[src/rtl/assert_macros.svh]
// Assertion helpers used by the top-level RTL file.
`ifndef ASSERT_MACROS_SVH
`define ASSERT_MACROS_SVH

`ifndef ASSERT_OFF
`define ASSERT_IMPLIES(label, clk, rst, ante, cons) \
   label: assert property (@(posedge clk) disable iff (rst) (ante) |-> (cons)) \
      else $error("assertion failed");
`define ASSERT_NEXT(label, clk, rst, ante, cons) \
   label: assert property (@(posedge clk) disable iff (rst) (ante) |=> (cons)) \
      else $error("assertion failed");
`else
`define ASSERT_IMPLIES(label, clk, rst, ante, cons)
`define ASSERT_NEXT(label, clk, rst, ante, cons)
`endif

`endif

[src/rtl/apsp_pkg.sv]
`default_nettype none
package apsp_pkg;

   localparam int MAX_VERTICES_DEF = 64;
   localparam int COST_WIDTH_DEF   = 16;
   localparam int DIST_WIDTH_DEF   = 24;

   localparam int VCOUNT_WIDTH = 7;
   localparam logic [VCOUNT_WIDTH-1:0] VCOUNT_RESET = 7'd64;
   localparam int VERTEX_WIDTH = 6;
   localparam int CMD_WIDTH    = 2;

   typedef enum logic [CMD_WIDTH-1:0] {
      CMD_CLEAR = 2'd0,
      CMD_EDGE  = 2'd1,
      CMD_SOLVE = 2'd2,
      CMD_QUERY = 2'd3
   } cmd_type;

   typedef enum logic [3:0] {
      ST_CLEAR,
      ST_IDLE,
      ST_EDGE2,
      ST_QUERY,
      ST_RESP,
      ST_ROW,
      ST_ROWW,
      ST_SWEEP,
      ST_DRAIN
   } state_type;

endpackage
`default_nettype wire

[src/rtl/apsp_engine.sv]
`default_nettype none
module apsp_engine #(
   parameter int MAX_VERTICES = apsp_pkg::MAX_VERTICES_DEF,
   parameter int COST_WIDTH   = apsp_pkg::COST_WIDTH_DEF,
   parameter int DIST_WIDTH   = apsp_pkg::DIST_WIDTH_DEF,
   localparam int VW = $clog2(MAX_VERTICES),
   localparam int NW = VW + 1,
   localparam int AW = 2 * VW
) (
   input  wire logic                                 clock,
   input  wire logic                                 reset,
   input  wire logic [NW-1:0]                        n_value,
   input  wire logic                                 req_valid,
   output logic                                      req_ready,
   input  wire logic [apsp_pkg::CMD_WIDTH-1:0]       req_command,
   input  wire logic [apsp_pkg::VERTEX_WIDTH-1:0]    req_from_vertex,
   input  wire logic [apsp_pkg::VERTEX_WIDTH-1:0]    req_to_vertex,
   input  wire logic [COST_WIDTH-1:0]                req_edge_cost,
   output logic                                      rsp_valid,
   input  wire logic                                 rsp_ready,
   output logic      [DIST_WIDTH-1:0]                rsp_distance,
   output logic                                      rsp_reachable,
   output logic                                      mem_we,
   output logic      [AW-1:0]                        mem_waddr,
   output logic      [DIST_WIDTH-1:0]                mem_wdata,
   output logic                                      mem_re_a,
   output logic      [AW-1:0]                        mem_raddr_a,
   input  wire logic [DIST_WIDTH-1:0]                mem_rdata_a,
   output logic                                      mem_re_b,
   output logic      [AW-1:0]                        mem_raddr_b,
   input  wire logic [DIST_WIDTH-1:0]                mem_rdata_b
);

   localparam int EW = ((COST_WIDTH > DIST_WIDTH) ? COST_WIDTH : DIST_WIDTH) + 1;
   localparam logic [DIST_WIDTH-1:0] DIST_INF = '1;
   localparam logic [VW-1:0] LAST_INDEX = VW'(MAX_VERTICES - 1);

   apsp_pkg::state_type state_ff, state_in;

   logic [VW-1:0]         clr_r_ff, clr_r_in;
   logic [VW-1:0]         clr_c_ff, clr_c_in;
   logic                  clr_resp_ff, clr_resp_in;
   logic [VW-1:0]         via_ff, via_in;
   logic [VW-1:0]         src_ff, src_in;
   logic [VW-1:0]         dst_ff, dst_in;
   logic                  pipe_valid_ff, pipe_valid_in;
   logic [VW-1:0]         pipe_dst_ff, pipe_dst_in;
   logic [DIST_WIDTH-1:0] src_via_ff, src_via_in;
   logic [VW-1:0]         a_idx_ff, a_idx_in;
   logic [VW-1:0]         b_idx_ff, b_idx_in;
   logic [DIST_WIDTH-1:0] cost_ff, cost_in;
   logic                  q_inr_ff, q_inr_in;
   logic [NW-1:0]         n_ff, n_in;
   logic                  rsp_valid_ff, rsp_valid_in;
   logic [DIST_WIDTH-1:0] rsp_distance_ff, rsp_distance_in;
   logic                  rsp_reachable_ff, rsp_reachable_in;

   apsp_pkg::cmd_type     cmd;
   logic                  in_range;
   logic                  slot_free;
   logic                  clr_last;
   logic                  dst_last;
   logic                  src_last;
   logic                  via_last;
   logic [EW-1:0]         cost_ext;
   logic [DIST_WIDTH-1:0] cost_sat;
   logic [DIST_WIDTH:0]   sum;
   logic [DIST_WIDTH-1:0] alt;
   logic [DIST_WIDTH-1:0] query_dist;

   assign cmd       = apsp_pkg::cmd_type'(req_command);
   assign in_range  = (32'(req_from_vertex) < 32'(n_value)) &&
                      (32'(req_to_vertex) < 32'(n_value));
   assign slot_free = !rsp_valid_ff || rsp_ready;
   assign clr_last  = (clr_r_ff == LAST_INDEX) && (clr_c_ff == LAST_INDEX);
   assign dst_last  = (NW'(dst_ff) == n_ff - NW'(1));
   assign src_last  = (NW'(src_ff) == n_ff - NW'(1));
   assign via_last  = (NW'(via_ff) == n_ff - NW'(1));

   assign cost_ext = EW'(req_edge_cost);
   assign cost_sat = (cost_ext > EW'(DIST_INF)) ? DIST_INF : DIST_WIDTH'(cost_ext);

   // Saturating relaxation: the via entry is held for a whole row.
   always_comb begin
      sum = (DIST_WIDTH + 1)'(src_via_ff) + (DIST_WIDTH + 1)'(mem_rdata_a);
      if (src_via_ff == DIST_INF || mem_rdata_a == DIST_INF ||
          sum >= (DIST_WIDTH + 1)'(DIST_INF)) begin
         alt = DIST_INF;
      end else begin
         alt = DIST_WIDTH'(sum);
      end
   end

   assign query_dist = q_inr_ff ? mem_rdata_a : DIST_INF;

   always_comb begin
      state_in = state_ff;
      case (state_ff)
         apsp_pkg::ST_CLEAR: begin
            if (clr_last) begin
               state_in = clr_resp_ff ? apsp_pkg::ST_RESP : apsp_pkg::ST_IDLE;
            end
         end
         apsp_pkg::ST_IDLE: begin
            if (req_valid) begin
               case (cmd)
                  apsp_pkg::CMD_CLEAR: state_in = apsp_pkg::ST_CLEAR;
                  apsp_pkg::CMD_EDGE:
                     state_in = in_range ? apsp_pkg::ST_EDGE2 : apsp_pkg::ST_RESP;
                  apsp_pkg::CMD_SOLVE:
                     state_in = (n_value != '0) ? apsp_pkg::ST_ROW : apsp_pkg::ST_RESP;
                  apsp_pkg::CMD_QUERY: state_in = apsp_pkg::ST_QUERY;
                  default: state_in = apsp_pkg::ST_IDLE;
               endcase
            end
         end
         apsp_pkg::ST_EDGE2: state_in = apsp_pkg::ST_RESP;
         apsp_pkg::ST_QUERY: begin
            if (slot_free) begin
               state_in = apsp_pkg::ST_IDLE;
            end
         end
         apsp_pkg::ST_RESP: begin
            if (slot_free) begin
               state_in = apsp_pkg::ST_IDLE;
            end
         end
         apsp_pkg::ST_ROW:  state_in = apsp_pkg::ST_ROWW;
         apsp_pkg::ST_ROWW: state_in = apsp_pkg::ST_SWEEP;
         apsp_pkg::ST_SWEEP: begin
            if (dst_last) begin
               state_in = apsp_pkg::ST_DRAIN;
            end
         end
         apsp_pkg::ST_DRAIN: begin
            state_in = (src_last && via_last) ? apsp_pkg::ST_RESP : apsp_pkg::ST_ROW;
         end
         default: state_in = apsp_pkg::ST_IDLE;
      endcase
   end

   always_comb begin
      clr_r_in         = clr_r_ff;
      clr_c_in         = clr_c_ff;
      clr_resp_in      = clr_resp_ff;
      via_in           = via_ff;
      src_in           = src_ff;
      dst_in           = dst_ff;
      pipe_valid_in    = 1'b0;
      pipe_dst_in      = dst_ff;
      src_via_in       = src_via_ff;
      a_idx_in         = a_idx_ff;
      b_idx_in         = b_idx_ff;
      cost_in          = cost_ff;
      q_inr_in         = q_inr_ff;
      n_in             = n_ff;
      rsp_valid_in     = rsp_valid_ff && !rsp_ready;
      rsp_distance_in  = rsp_distance_ff;
      rsp_reachable_in = rsp_reachable_ff;
      req_ready        = 1'b0;

      // The write stage of the row sweep finishes in the cycle after its reads.
      mem_we      = pipe_valid_ff && (alt < mem_rdata_b);
      mem_waddr   = {src_ff, pipe_dst_ff};
      mem_wdata   = alt;
      mem_re_a    = 1'b0;
      mem_raddr_a = {via_ff, dst_ff};
      mem_re_b    = 1'b0;
      mem_raddr_b = {src_ff, dst_ff};

      case (state_ff)
         apsp_pkg::ST_CLEAR: begin
            mem_we    = 1'b1;
            mem_waddr = {clr_r_ff, clr_c_ff};
            mem_wdata = (clr_r_ff == clr_c_ff) ? '0 : DIST_INF;
            if (clr_c_ff == LAST_INDEX) begin
               clr_c_in = '0;
               clr_r_in = clr_last ? '0 : clr_r_ff + VW'(1);
            end else begin
               clr_c_in = clr_c_ff + VW'(1);
            end
         end
         apsp_pkg::ST_IDLE: begin
            req_ready   = 1'b1;
            a_idx_in    = VW'(req_from_vertex);
            b_idx_in    = VW'(req_to_vertex);
            cost_in     = cost_sat;
            q_inr_in    = in_range;
            n_in        = n_value;
            via_in      = '0;
            src_in      = '0;
            clr_resp_in = 1'b1;
            if (req_valid && cmd == apsp_pkg::CMD_EDGE && in_range) begin
               mem_we    = 1'b1;
               mem_waddr = {VW'(req_from_vertex), VW'(req_to_vertex)};
               mem_wdata = cost_sat;
            end
            if (req_valid && cmd == apsp_pkg::CMD_QUERY) begin
               mem_re_a    = in_range;
               mem_raddr_a = {VW'(req_from_vertex), VW'(req_to_vertex)};
            end
         end
         apsp_pkg::ST_EDGE2: begin
            mem_we    = 1'b1;
            mem_waddr = {b_idx_ff, a_idx_ff};
            mem_wdata = cost_ff;
         end
         apsp_pkg::ST_QUERY: begin
            if (slot_free) begin
               rsp_valid_in     = 1'b1;
               rsp_distance_in  = query_dist;
               rsp_reachable_in = (query_dist != DIST_INF);
            end
         end
         apsp_pkg::ST_RESP: begin
            clr_resp_in = 1'b0;
            if (slot_free) begin
               rsp_valid_in     = 1'b1;
               rsp_distance_in  = '0;
               rsp_reachable_in = 1'b0;
            end
         end
         apsp_pkg::ST_ROW: begin
            mem_re_a    = 1'b1;
            mem_raddr_a = {src_ff, via_ff};
         end
         apsp_pkg::ST_ROWW: begin
            src_via_in = mem_rdata_a;
            dst_in     = '0;
         end
         apsp_pkg::ST_SWEEP: begin
            mem_re_a      = 1'b1;
            mem_re_b      = 1'b1;
            pipe_valid_in = 1'b1;
            pipe_dst_in   = dst_ff;
            dst_in        = dst_ff + VW'(1);
         end
         apsp_pkg::ST_DRAIN: begin
            if (src_last) begin
               src_in = '0;
               via_in = via_ff + VW'(1);
            end else begin
               src_in = src_ff + VW'(1);
            end
         end
         default: begin
         end
      endcase
   end

   always_ff @(posedge clock) begin
      if (reset) begin
         state_ff      <= apsp_pkg::ST_CLEAR;
         clr_r_ff      <= '0;
         clr_c_ff      <= '0;
         clr_resp_ff   <= 1'b0;
         pipe_valid_ff <= 1'b0;
         rsp_valid_ff  <= 1'b0;
         via_ff        <= '0;
         src_ff        <= '0;
         dst_ff        <= '0;
         n_ff          <= '0;
      end else begin
         state_ff      <= state_in;
         clr_r_ff      <= clr_r_in;
         clr_c_ff      <= clr_c_in;
         clr_resp_ff   <= clr_resp_in;
         pipe_valid_ff <= pipe_valid_in;
         rsp_valid_ff  <= rsp_valid_in;
         via_ff        <= via_in;
         src_ff        <= src_in;
         dst_ff        <= dst_in;
         n_ff          <= n_in;
      end
   end

   always_ff @(posedge clock) begin
      pipe_dst_ff      <= pipe_dst_in;
      src_via_ff       <= src_via_in;
      a_idx_ff         <= a_idx_in;
      b_idx_ff         <= b_idx_in;
      cost_ff          <= cost_in;
      q_inr_ff         <= q_inr_in;
      rsp_distance_ff  <= rsp_distance_in;
      rsp_reachable_ff <= rsp_reachable_in;
   end

   assign rsp_valid     = rsp_valid_ff;
   assign rsp_distance  = rsp_distance_ff;
   assign rsp_reachable = rsp_reachable_ff;

endmodule
`default_nettype wire

[config.mk]
export PLATFORM = sky130hd
export DESIGN_NAME = apsp_engine
export DESIGN_NICKNAME = d
export VERILOG_FILES = /design/src/rtl/assert_macros.svh /design/src/rtl/apsp_pkg.sv /design/src/rtl/apsp_engine.sv
export SDC_FILE = /design/constraint.sdc
export NUM_CORES = 1
export LEC_CHECK = 0
export ABC_AREA = 0
export BUFFER_PORTS_ARGS = -buffer_cell sky130_fd_sc_hd__buf_2
export CORE_ASPECT_RATIO = 0.9
export CORE_MARGIN = 2
export CORE_UTILIZATION = 60
export DETAILED_ROUTE_END_ITERATION = 12
export GPL_TIMING_DRIVEN = 0
export PLACE_DENSITY = 0.85
export SLEW_MARGIN = 20
export SYNTH_ARGS = -nofsm -noshare
export SYNTH_HDL_FRONTEND = slang
export SYNTH_SLANG_ARGS = --single-unit
export TNS_END_PERCENT = 1
[constraint.sdc]
create_clock -name clock -period 5.5 [get_ports clock]
set_input_delay 0.275 -clock clock [delete_from_list [all_inputs] [get_ports clock]]
set_output_delay 0.275 -clock clock [all_outputs]
set_load 0.02 [all_outputs]
==> impl_metrics.tcl, run 1 <==
set metrics [dict create \
    synthTopCellsByArea "edfxtp_1, dfxtp_1, ha_1" \
    cts_tree "done" \
    crit_type "reg2out" \
    setup_violations 0 \
    core_area_sq_um 14000 \
    synth_cell_type_count 83 \
    path_buf_inv 1 \
    start_util 0.6154 \
    synth.most_common_cell "nand2_1" \
    maxCapViolations 0 \
    synth_warnings 0 \
    yosysSeqAreaShare 0.3879 \
    slew-limit-headroom 0.4490 \
    areaGrowthSynthToFinish_pct 20.99 \
    antenna_found_initial 0 \
    cts_setup_buffers 0 \
    die_y_microns 117.7 \
    initialDrtViolationCount 1053 \
    finalHoldViolations 0 \
    hold_path_class "in2reg" \
    clk_pin_slew_ns 0.06 \
    irDropWorstVdd_mv 0.3025 \
    die_w_microns 130.3 \
    netlist_area_sq_um 8618 \
    clockRootBuffer "clkbuf_16" \
    grtUsageTotal 0.3393 \
    period_minus_slack_ns 5.048 \
    synth-edff-count 78 \
    avgRoutedWirePerCell_microns 19.26 \
    drt_wl_total_microns 26380 \
    overflow 0 \
    slowest_delay_ns 0.44 \
    io_buffers 178 \
    place_hpwl_microns 20130 \
    period_share 0.9178 \
    gp_congestion 1.072 \
    rsz0062_at_grt "no" \
    multi_input_area_sq_um 4778 \
    regArea_sq_um 3343 \
    max_clock_freq_mhz 198.1 \
    rows 41 \
    leakage_nw 4.530 \
    grt_first_pass_wirelength_microns 40340 \
    yosys.area.top_type "edfxtp_1" \
    cp.required_ns 5.22 \
    finClkSkew_ns 0.007252 \
    fin_area_sq_um 10430 \
    clk_latency_ns 0.42 \
    start_kind "flop" \
    die_area_sq_um 15340 \
    post_synth.cell_area_avg_sq_um 8.940 \
    numCtsBuffers 17 \
    worstMarginPinSlew_ns 0.8202 \
    grt_max_degree 30 \
    powerDensity_nw_per_um2 395.7 \
    end_kind "primary output" \
    synth_cells 964 \
    synth-seq-cells 128 \
    grt_pass1_vias 7628 \
    vias_per_cell 6.127 \
    slew_viol_final 0 \
    tns_ns 0 \
    cts.path.max_buffers 2 \
    vias 8394 \
    crit_slowest_cell "fa_1" \
    synth_fp_nets 1117 \
    ys.flop_type "edfxtp_1" \
    num_antenna_cells 0 \
    drt-pass1-iter-count 8 \
    cts_hold_buffers 0 \
    cp.arrival_ns 4.77 \
    ant_nets 0 \
    synthArstFlopShare 0 \
    fillCellCount 1036 \
    clock_sinks 128 \
    drc_errors 0 \
    synth_common_cells "nand2_1, a21oi_1, edfxtp_1, inv_1, ha_1" \
    netlist.area_leader.share 0.2718 \
    status "completed" \
    path_delay_family "compound AO/OA/AOI/OAI gates" \
    htreeDepth 4 \
    cp_max_fo 3 \
    postCtsResizedCells 0 \
    placed_cell_area_sq_um 9807 \
    ios 179 \
    drive_gt1_frac 0.2158 \
    crit_path_cell_trace "ha_1 > fa_1 > a211oi_1 > o211ai_1 > a21boi_1 > o41ai_2 > o221ai_1 > xor2_1 > nand2_1 > ha_1 > nand4_1 > or2_2 > o32ai_1 > nor2_1 > o41ai_1 > o211ai_1 > buf_2" \
    nNetsFinal 1317 \
]
[cell families after synthesis]
family                     share of synthesized area
buffers and inverters                        0.05822
xor gates and xnor gates                     0.06838
and+or+nand+nor                               0.1850
adders and majority gates                    0.09379
muxes                                       0.002323
DFF                                           0.3879
AOI/OAI and AO/OA                             0.2044
[cell usage in the layout (no fill, tap or decap), drive strengths merged, types with 10 or more instances in the layout]
cell    instances
buf           195
nor3           26
a21o           16
a22oi          10
nor2           60
nand4          30
nand2         135
a21oi          89
xor2           23
nand2b         11
edfxtp         78
ha             63
nand3          23
o21ai          36
a221o          25
inv            86
clkbuf         51
dfxtp          50
xnor2          33
[metrics by stage]
stage	total power [mW]	hold WS, ns	std cells	util	setup slack (ns)
floorplan	2.399	0.3739	964	-	1.596
global placement	2.864	0.4022	1335	0.6962	1.130
detailed placement	2.912	0.4040	1338	0.7003	0.9427
CTS	4.101	0.03909	1370	0.7446	0.5030
global route	4.310	0.04118	1370	0.7446	0.1165
finish	4.126	0.05203	1370	0.7446	0.4520
[state kept, by name (all words and copies together), names as in the netlist]
register,cells
src_ff,6
clr_resp_ff,1
b_idx_ff,6
pipe_valid_ff,1
n_ff,7
rsp_distance,24
state_ff,4
pipe_dst_ff,6
q_inr_ff,1
clr_r_ff,6
via_ff,6
rsp_valid,1
clr_c_ff,6
dst_ff,6
cost_ff,16
a_idx_ff,6
rsp_reachable,1
src_via_ff,24
[final cells by class]
type / instances / area share
Buffer: 48 / 0.01980
Sequential cell: 128 / 0.3206
Tap cell: 193 / 0.02316
Timing Repair Buffer: 181 / 0.09023
Multi-Input combinational cell: 709 / 0.4582
Inverter: 79 / 0.02844
Clock buffer: 17 / 0.04080
Clock inverter: 15 / 0.01872
[worst paths after layout]
check                           slack, ns  cells past startpoint               startpoint                       end
worst min register to register       0.42                      0   dst_ff[3]$_SDFFE_PP0P_    pipe_dst_ff[3]$_DFF_P_
worst max register to register       2.78                     11     n_ff[0]$_SDFFE_PP0P_  state_ff[1]$_SDFFE_PP0P_
worst min-delay path                 0.05                      1         req_edge_cost[3]      cost_ff[3]$_DFFE_PP_
worst max-delay path                 0.45                     17  src_via_ff[0]$_DFFE_PP_                    mem_we
[power breakdown]
group	leakage [nW]	internal, mW	switching [mW]
Sequential	1.11	1.15	0.0474
Combinational	3.11	0.623	1.11
Clock	0.309	0.729	0.464
[metal layers]
metal | global-route usage | routed length, microns
met1 | 0.4911 | 11300
met2 | 0.4938 | 11360
met3 | 0.09318 | 3034
met4 | 0.1090 | 689
met5 | 0 | 0
No activity file was read; power rests on OpenSTA's default activity.
==> inputs of run 2 (changes only) <==
Settings changed: MAX_ROUTING_LAYER set to met4.
==> impl_metrics.tcl, run 2 (synthesis gave the netlist of run 1 again) <==
set metrics [dict create \
    grt_first_pass_wirelength_microns 40840 \
    rows 41 \
    slew-limit-headroom 0.4666 \
    postCtsResizedCells 0 \
    leakage_nw 4.489 \
    maxCapViolations 0 \
    worstHoldEndpoint "cost_ff[14]$_DFFE_PP_" \
    slew_viol_final 0 \
    regToRegSetupSlack_ns 2.78 \
    max_clock_freq_mhz 201.8 \
    ant_nets 0 \
    drt-pass1-iter-count 6 \
    core_area_sq_um 14000 \
    numCtsBuffers 17 \
    worstMarginPinSlew_ns 0.7941 \
    htreeDepth 4 \
    tns_ns 0 \
    timing.rr.end "state_ff[1]$_SDFFE_PP0P_" \
    clk_latency_ns 0.43 \
    path_common_cell "ha_1" \
    crit_slowest_cell "or4_1" \
    place_hpwl_microns 20300 \
    overflow 0 \
    setup_violations 0 \
    status "completed" \
    final_common_cell "buf_2" \
    avgRoutedWirePerCell_microns 19.24 \
    slowest_delay_ns 0.54 \
    cp.arrival_ns 4.68 \
    areaGrowthSynthToFinish_pct 20.41 \
    drt_wl_total_microns 26340 \
    clk_pin_slew_ns 0.06 \
    hold_path_depth 1 \
    cp_max_fo 8 \
    drc_errors 0 \
    powerDensity_nw_per_um2 390.4 \
    start_kind "flop" \
    placed_cell_area_sq_um 9793 \
    cts_setup_buffers 0 \
    cts_tree "done" \
    worstHoldStart "req_edge_cost[14]" \
    p_total_mw 4.051 \
    grt_pass1_vias 7717 \
    clockRootBuffer "clkbuf_16" \
    cp.required_ns 5.22 \
    fin_area_sq_um 10380 \
    cts.path.max_buffers 2 \
    crit_path_cell_trace "ha_1 > clkbuf_1 > a21oi_1 > o21ai_0 > a311oi_2 > o31ai_1 > or4_1 > xnor2_1 > nand2_1 > ha_1 > nand4_1 > or2_2 > o32ai_1 > nor2_1 > o41ai_1 > o211ai_1 > buf_2" \
    vias 8454 \
    period_share 0.9012 \
    die_area_sq_um 15340 \
    io_buffers 178 \
    start_util 0.6154 \
    clock_sinks 128 \
    cts_hold_buffers 0 \
    grtUsageTotal 0.3558 \
    gp_congestion 1.059 \
    num_antenna_cells 0 \
    period_minus_slack_ns 4.957 \
    rr_startpoint "n_ff[0]$_SDFFE_PP0P_" \
    finalHoldViolations 0 \
    irDropWorstVdd_mv 0.3110 \
    hold_path_class "in2reg" \
    drive_gt1_frac 0.2143 \
    die_w_microns 130.3 \
    vias_per_cell 6.175 \
    crit_type "reg2out" \
    initialDrtViolationCount 1087 \
    die_y_microns 117.7 \
    layout_common_cells "buf_2, nand2_1, a21oi_1" \
    finClkSkew_ns 0.01105 \
    grt_max_degree 28 \
    nNetsFinal 1316 \
    end_kind "primary output" \
    ios 179 \
    r2r_cells 11 \
    rsz0062_at_grt "no" \
    antenna_found_initial 0 \
]
[run 2: cell count changes in the layout (fill, tap and decap cells not counted), sizes merged]
cell      delta
buf          -1
inv          -4
clkinvlp     +4
clkinv       +1
bufinv       -1
[run 2: how the worst max path moves through the flow]
stage | depth (start not counted) | end | slack, ns | startpoint
finish | 17 | mem_we | 0.54 | src_via_ff[6]$_DFFE_PP_
detailed placement | 18 | mem_we | 1.01 | mem_rdata_a[0]
floorplan | 16 | mem_we | 1.60 | src_via_ff[0]$_DFFE_PP_
global placement | 18 | mem_we | 1.13 | mem_rdata_a[6]
CTS | 17 | mem_we | 0.58 | src_via_ff[6]$_DFFE_PP_
global route | 18 | mem_we | 0.29 | src_via_ff[0]$_DFFE_PP_
[run 2: stage by stage]
stage	setup WS, ns	util	std cells	hold WS, ns
global placement	1.135	0.6962	1335	0.3968
global route	0.2874	0.7410	1369	0.04337
finish	0.5434	0.7410	1369	0.04835
floorplan	1.596	-	964	0.3739
CTS	0.5837	0.7410	1369	0.03839
detailed placement	1.009	0.6993	1337	0.3828
[run 2: worst max-delay path, delay by kind of cell (launching register included)]
family | cells | cell delay (ns)
xor gates and xnor gates | 1 | 0.24
DFF | 1 | 0.40
and+or+nand+nor | 5 | 1.15
buffers and inverters | 2 | 0.41
AOI/OAI and AO/OA | 7 | 1.44
adders and majority gates | 2 | 0.62
[run 2: final cells by class]
class / count / area (sq um)
fill: 1032 / 3627
timing repair buffer: 180 / 922.1
tap: 193 / 241.5
inverter: 79 / 296.5
clock buffer: 17 / 425.4
sequential: 128 / 3343
multi-input combinational: 709 / 4783
buffer: 48 / 206.4
clock inverter: 15 / 158.9
[run 2: metal layers]
metal / global-route usage / up-vias / wire length [microns]
li1: - / 3924 / -
met1: 0.5150 / 3934 / 11380
met2: 0.4974 / 534 / 11320
met3: 0.06955 / 62 / 3034
met4: 0.1297 / 0 / 611
met5: - / - / 0
[run 2: power by group]
group          switching, mW  internal (mW)  total (mW)
Combinational           1.11          0.621        1.73
Clock                  0.449          0.671        1.12
Sequential            0.0486           1.16        1.20
==> inputs of run 3 (changes only) <==
Settings changed: CORE_ASPECT_RATIO 0.9 to 1.75.
==> impl_metrics.tcl, run 3 (synthesis gave the netlist of run 1 again) <==
set metrics [dict create \
    slew-limit-headroom 0.3314 \
    max_clock_freq_mhz 190.0 \
    layout_common_cells "buf_2, nand2_1, a21oi_1" \
    die_w_microns 94.60 \
    clk_pin_slew_ns 0.06 \
    leakage_nw 4.511 \
    initialDrtViolationCount 679 \
    cp.arrival_ns 4.99 \
    avgRoutedWirePerCell_microns 21.14 \
    cts_tree "done" \
    ios 179 \
    tns_ns 0 \
    crit_path_cell_trace "ha_1 > fa_1 > a211oi_2 > o211ai_1 > a21boi_1 > o41ai_2 > o221ai_1 > xor2_1 > nand2_1 > ha_1 > nand4_1 > or2_2 > o32ai_1 > nor2_1 > o41ai_1 > o211ai_1 > buf_2" \
    hold_path_class "in2reg" \
    vias 8611 \
    cp_max_fo 3 \
    period_minus_slack_ns 5.262 \
    crit_slowest_cell "fa_1" \
    maxCapViolations 0 \
    worstHoldStart "req_edge_cost[8]" \
    drc_errors 0 \
    io_buffers 178 \
    startpoint "src_via_ff[0]$_DFFE_PP_" \
    slew_viol_final 0 \
    finalHoldViolations 0 \
    grtUsageTotal 0.3881 \
    die_y_microns 162.5 \
    drt_wl_total_microns 28760 \
    grt_pass1_vias 8413 \
    rows 58 \
    p_total_mw 4.140 \
    rr_startpoint "n_ff[0]$_SDFFE_PP0P_" \
    numCtsBuffers 17 \
    start_kind "flop" \
    irDropWorstVdd_mv 0.2743 \
    ant_nets 0 \
    postLayoutSetupSlackWorst_ns 0.2378 \
    start_util 0.6059 \
    holdWs_ns 0.04095 \
    htreeDepth 4 \
    fillCellCount 1144 \
    grt_first_pass_wirelength_microns 43350 \
    drt-pass1-iter-count 6 \
    period_share 0.9568 \
    drive_gt1_frac 0.2151 \
    overflow 0 \
    grt_max_degree 32 \
    crit_type "reg2out" \
    stdcell_count 1360 \
    cp.required_ns 5.22 \
    status "completed" \
    rsz0062_at_grt "no" \
    vias_per_cell 6.332 \
    gp_congestion 1.062 \
    placed_cells 1323 \
    cts.path.max_buffers 2 \
    setup_violations 0 \
    areaGrowthSynthToFinish_pct 20.63 \
    die_area_sq_um 15380 \
    worstMarginPinSlew_ns 0.9953 \
    final_common_cell "buf_2" \
    nNetsFinal 1316 \
    finClkSkew_ns 0.01403 \
    antenna_found_initial 3 \
    clock_sinks 128 \
    core_area_sq_um 14220 \
    cts_hold_buffers 0 \
    place_hpwl_microns 22110 \
    slowest_delay_ns 0.46 \
    clk_latency_ns 0.43 \
    post-place-ws_ns 0.5893 \
    end_kind "primary output" \
    clockRootBuffer "clkbuf_16" \
    powerDensity_nw_per_um2 398.2 \
]
==> run 3: changes by cell type in the layout (fill, tap and decap cells not counted), sizes merged <==
cell,change
diode,+4
clkinvlp,-3
clkbuf,+2
inv,+1
==> run 3: final timing paths <==
check	to	slack, ns	depth (start not counted)
min	cost_ff[8]$_DFFE_PP_	0.04	1
min reg2reg	pipe_dst_ff[2]$_DFF_P_	0.39	0
max reg2reg	state_ff[1]$_SDFFE_PP0P_	2.72	11
max	mem_we	0.24	17
==> run 3: where the power goes <==
part | switching [mW] | internal [mW]
sequential | 0.0531 | 1.15
clock | 0.471 | 0.688
combinational | 1.15 | 0.622
==> run 3: area by class of cell <==
class / count / area, sq um / share of cell area
Clock inverter: 13 / 152.6 / 0.01468
Buffer: 48 / 206.4 / 0.01986
Inverter: 79 / 296.5 / 0.02852
Timing Repair Buffer: 180 / 918.4 / 0.08834
Tap cell: 180 / 225.2 / 0.02166
Antenna cell: 4 / 10.01 / 0.0009628
Clock buffer: 19 / 442.9 / 0.04260
Sequential cell: 128 / 3343 / 0.3216
Multi-Input combinational cell: 709 / 4801 / 0.4618
==> run 3: metal layers <==
metal | GRT usage | wire, microns | vias to the layer above
met5 | - | 0 | -
met4 | 0.2997 | 2577 | 0
met3 | 0.07543 | 2297 | 144
met2 | 0.6692 | 14680 | 528
met1 | 0.3712 | 9204 | 4005
li1 | - | - | 3934
==> run 3: through the flow <==
step | utilization | instance area, sq um
3_5_place_dp | 0.6869 | 9771
4_1_cts | 0.7288 | 10370
2_1_floorplan | - | 8618
3_3_place_gp | 0.6844 | 9734
5_1_grt | 0.7307 | 10390
6_report | 0.7309 | 10400
==> run 3: worst max-delay path: cells and delay by family, from the launching register on <==
| family | cells | cell delay [ns] |
|---|---|---|
| AOI/OAI and AO/OA | 8 | 2.09 |
| xor gates and xnor gates | 1 | 0.17 |
| adders and majority gates | 3 | 0.99 |
| buffers and inverters | 1 | 0.21 |
| DFF | 1 | 0.40 |
| and+or+nand+nor | 4 | 0.70 |
==> run 3: what timing repair did <==
action                     CTS  global route
setup endpoints to repair    0             1
buffers inserted             0             1
resized for setup            0             2
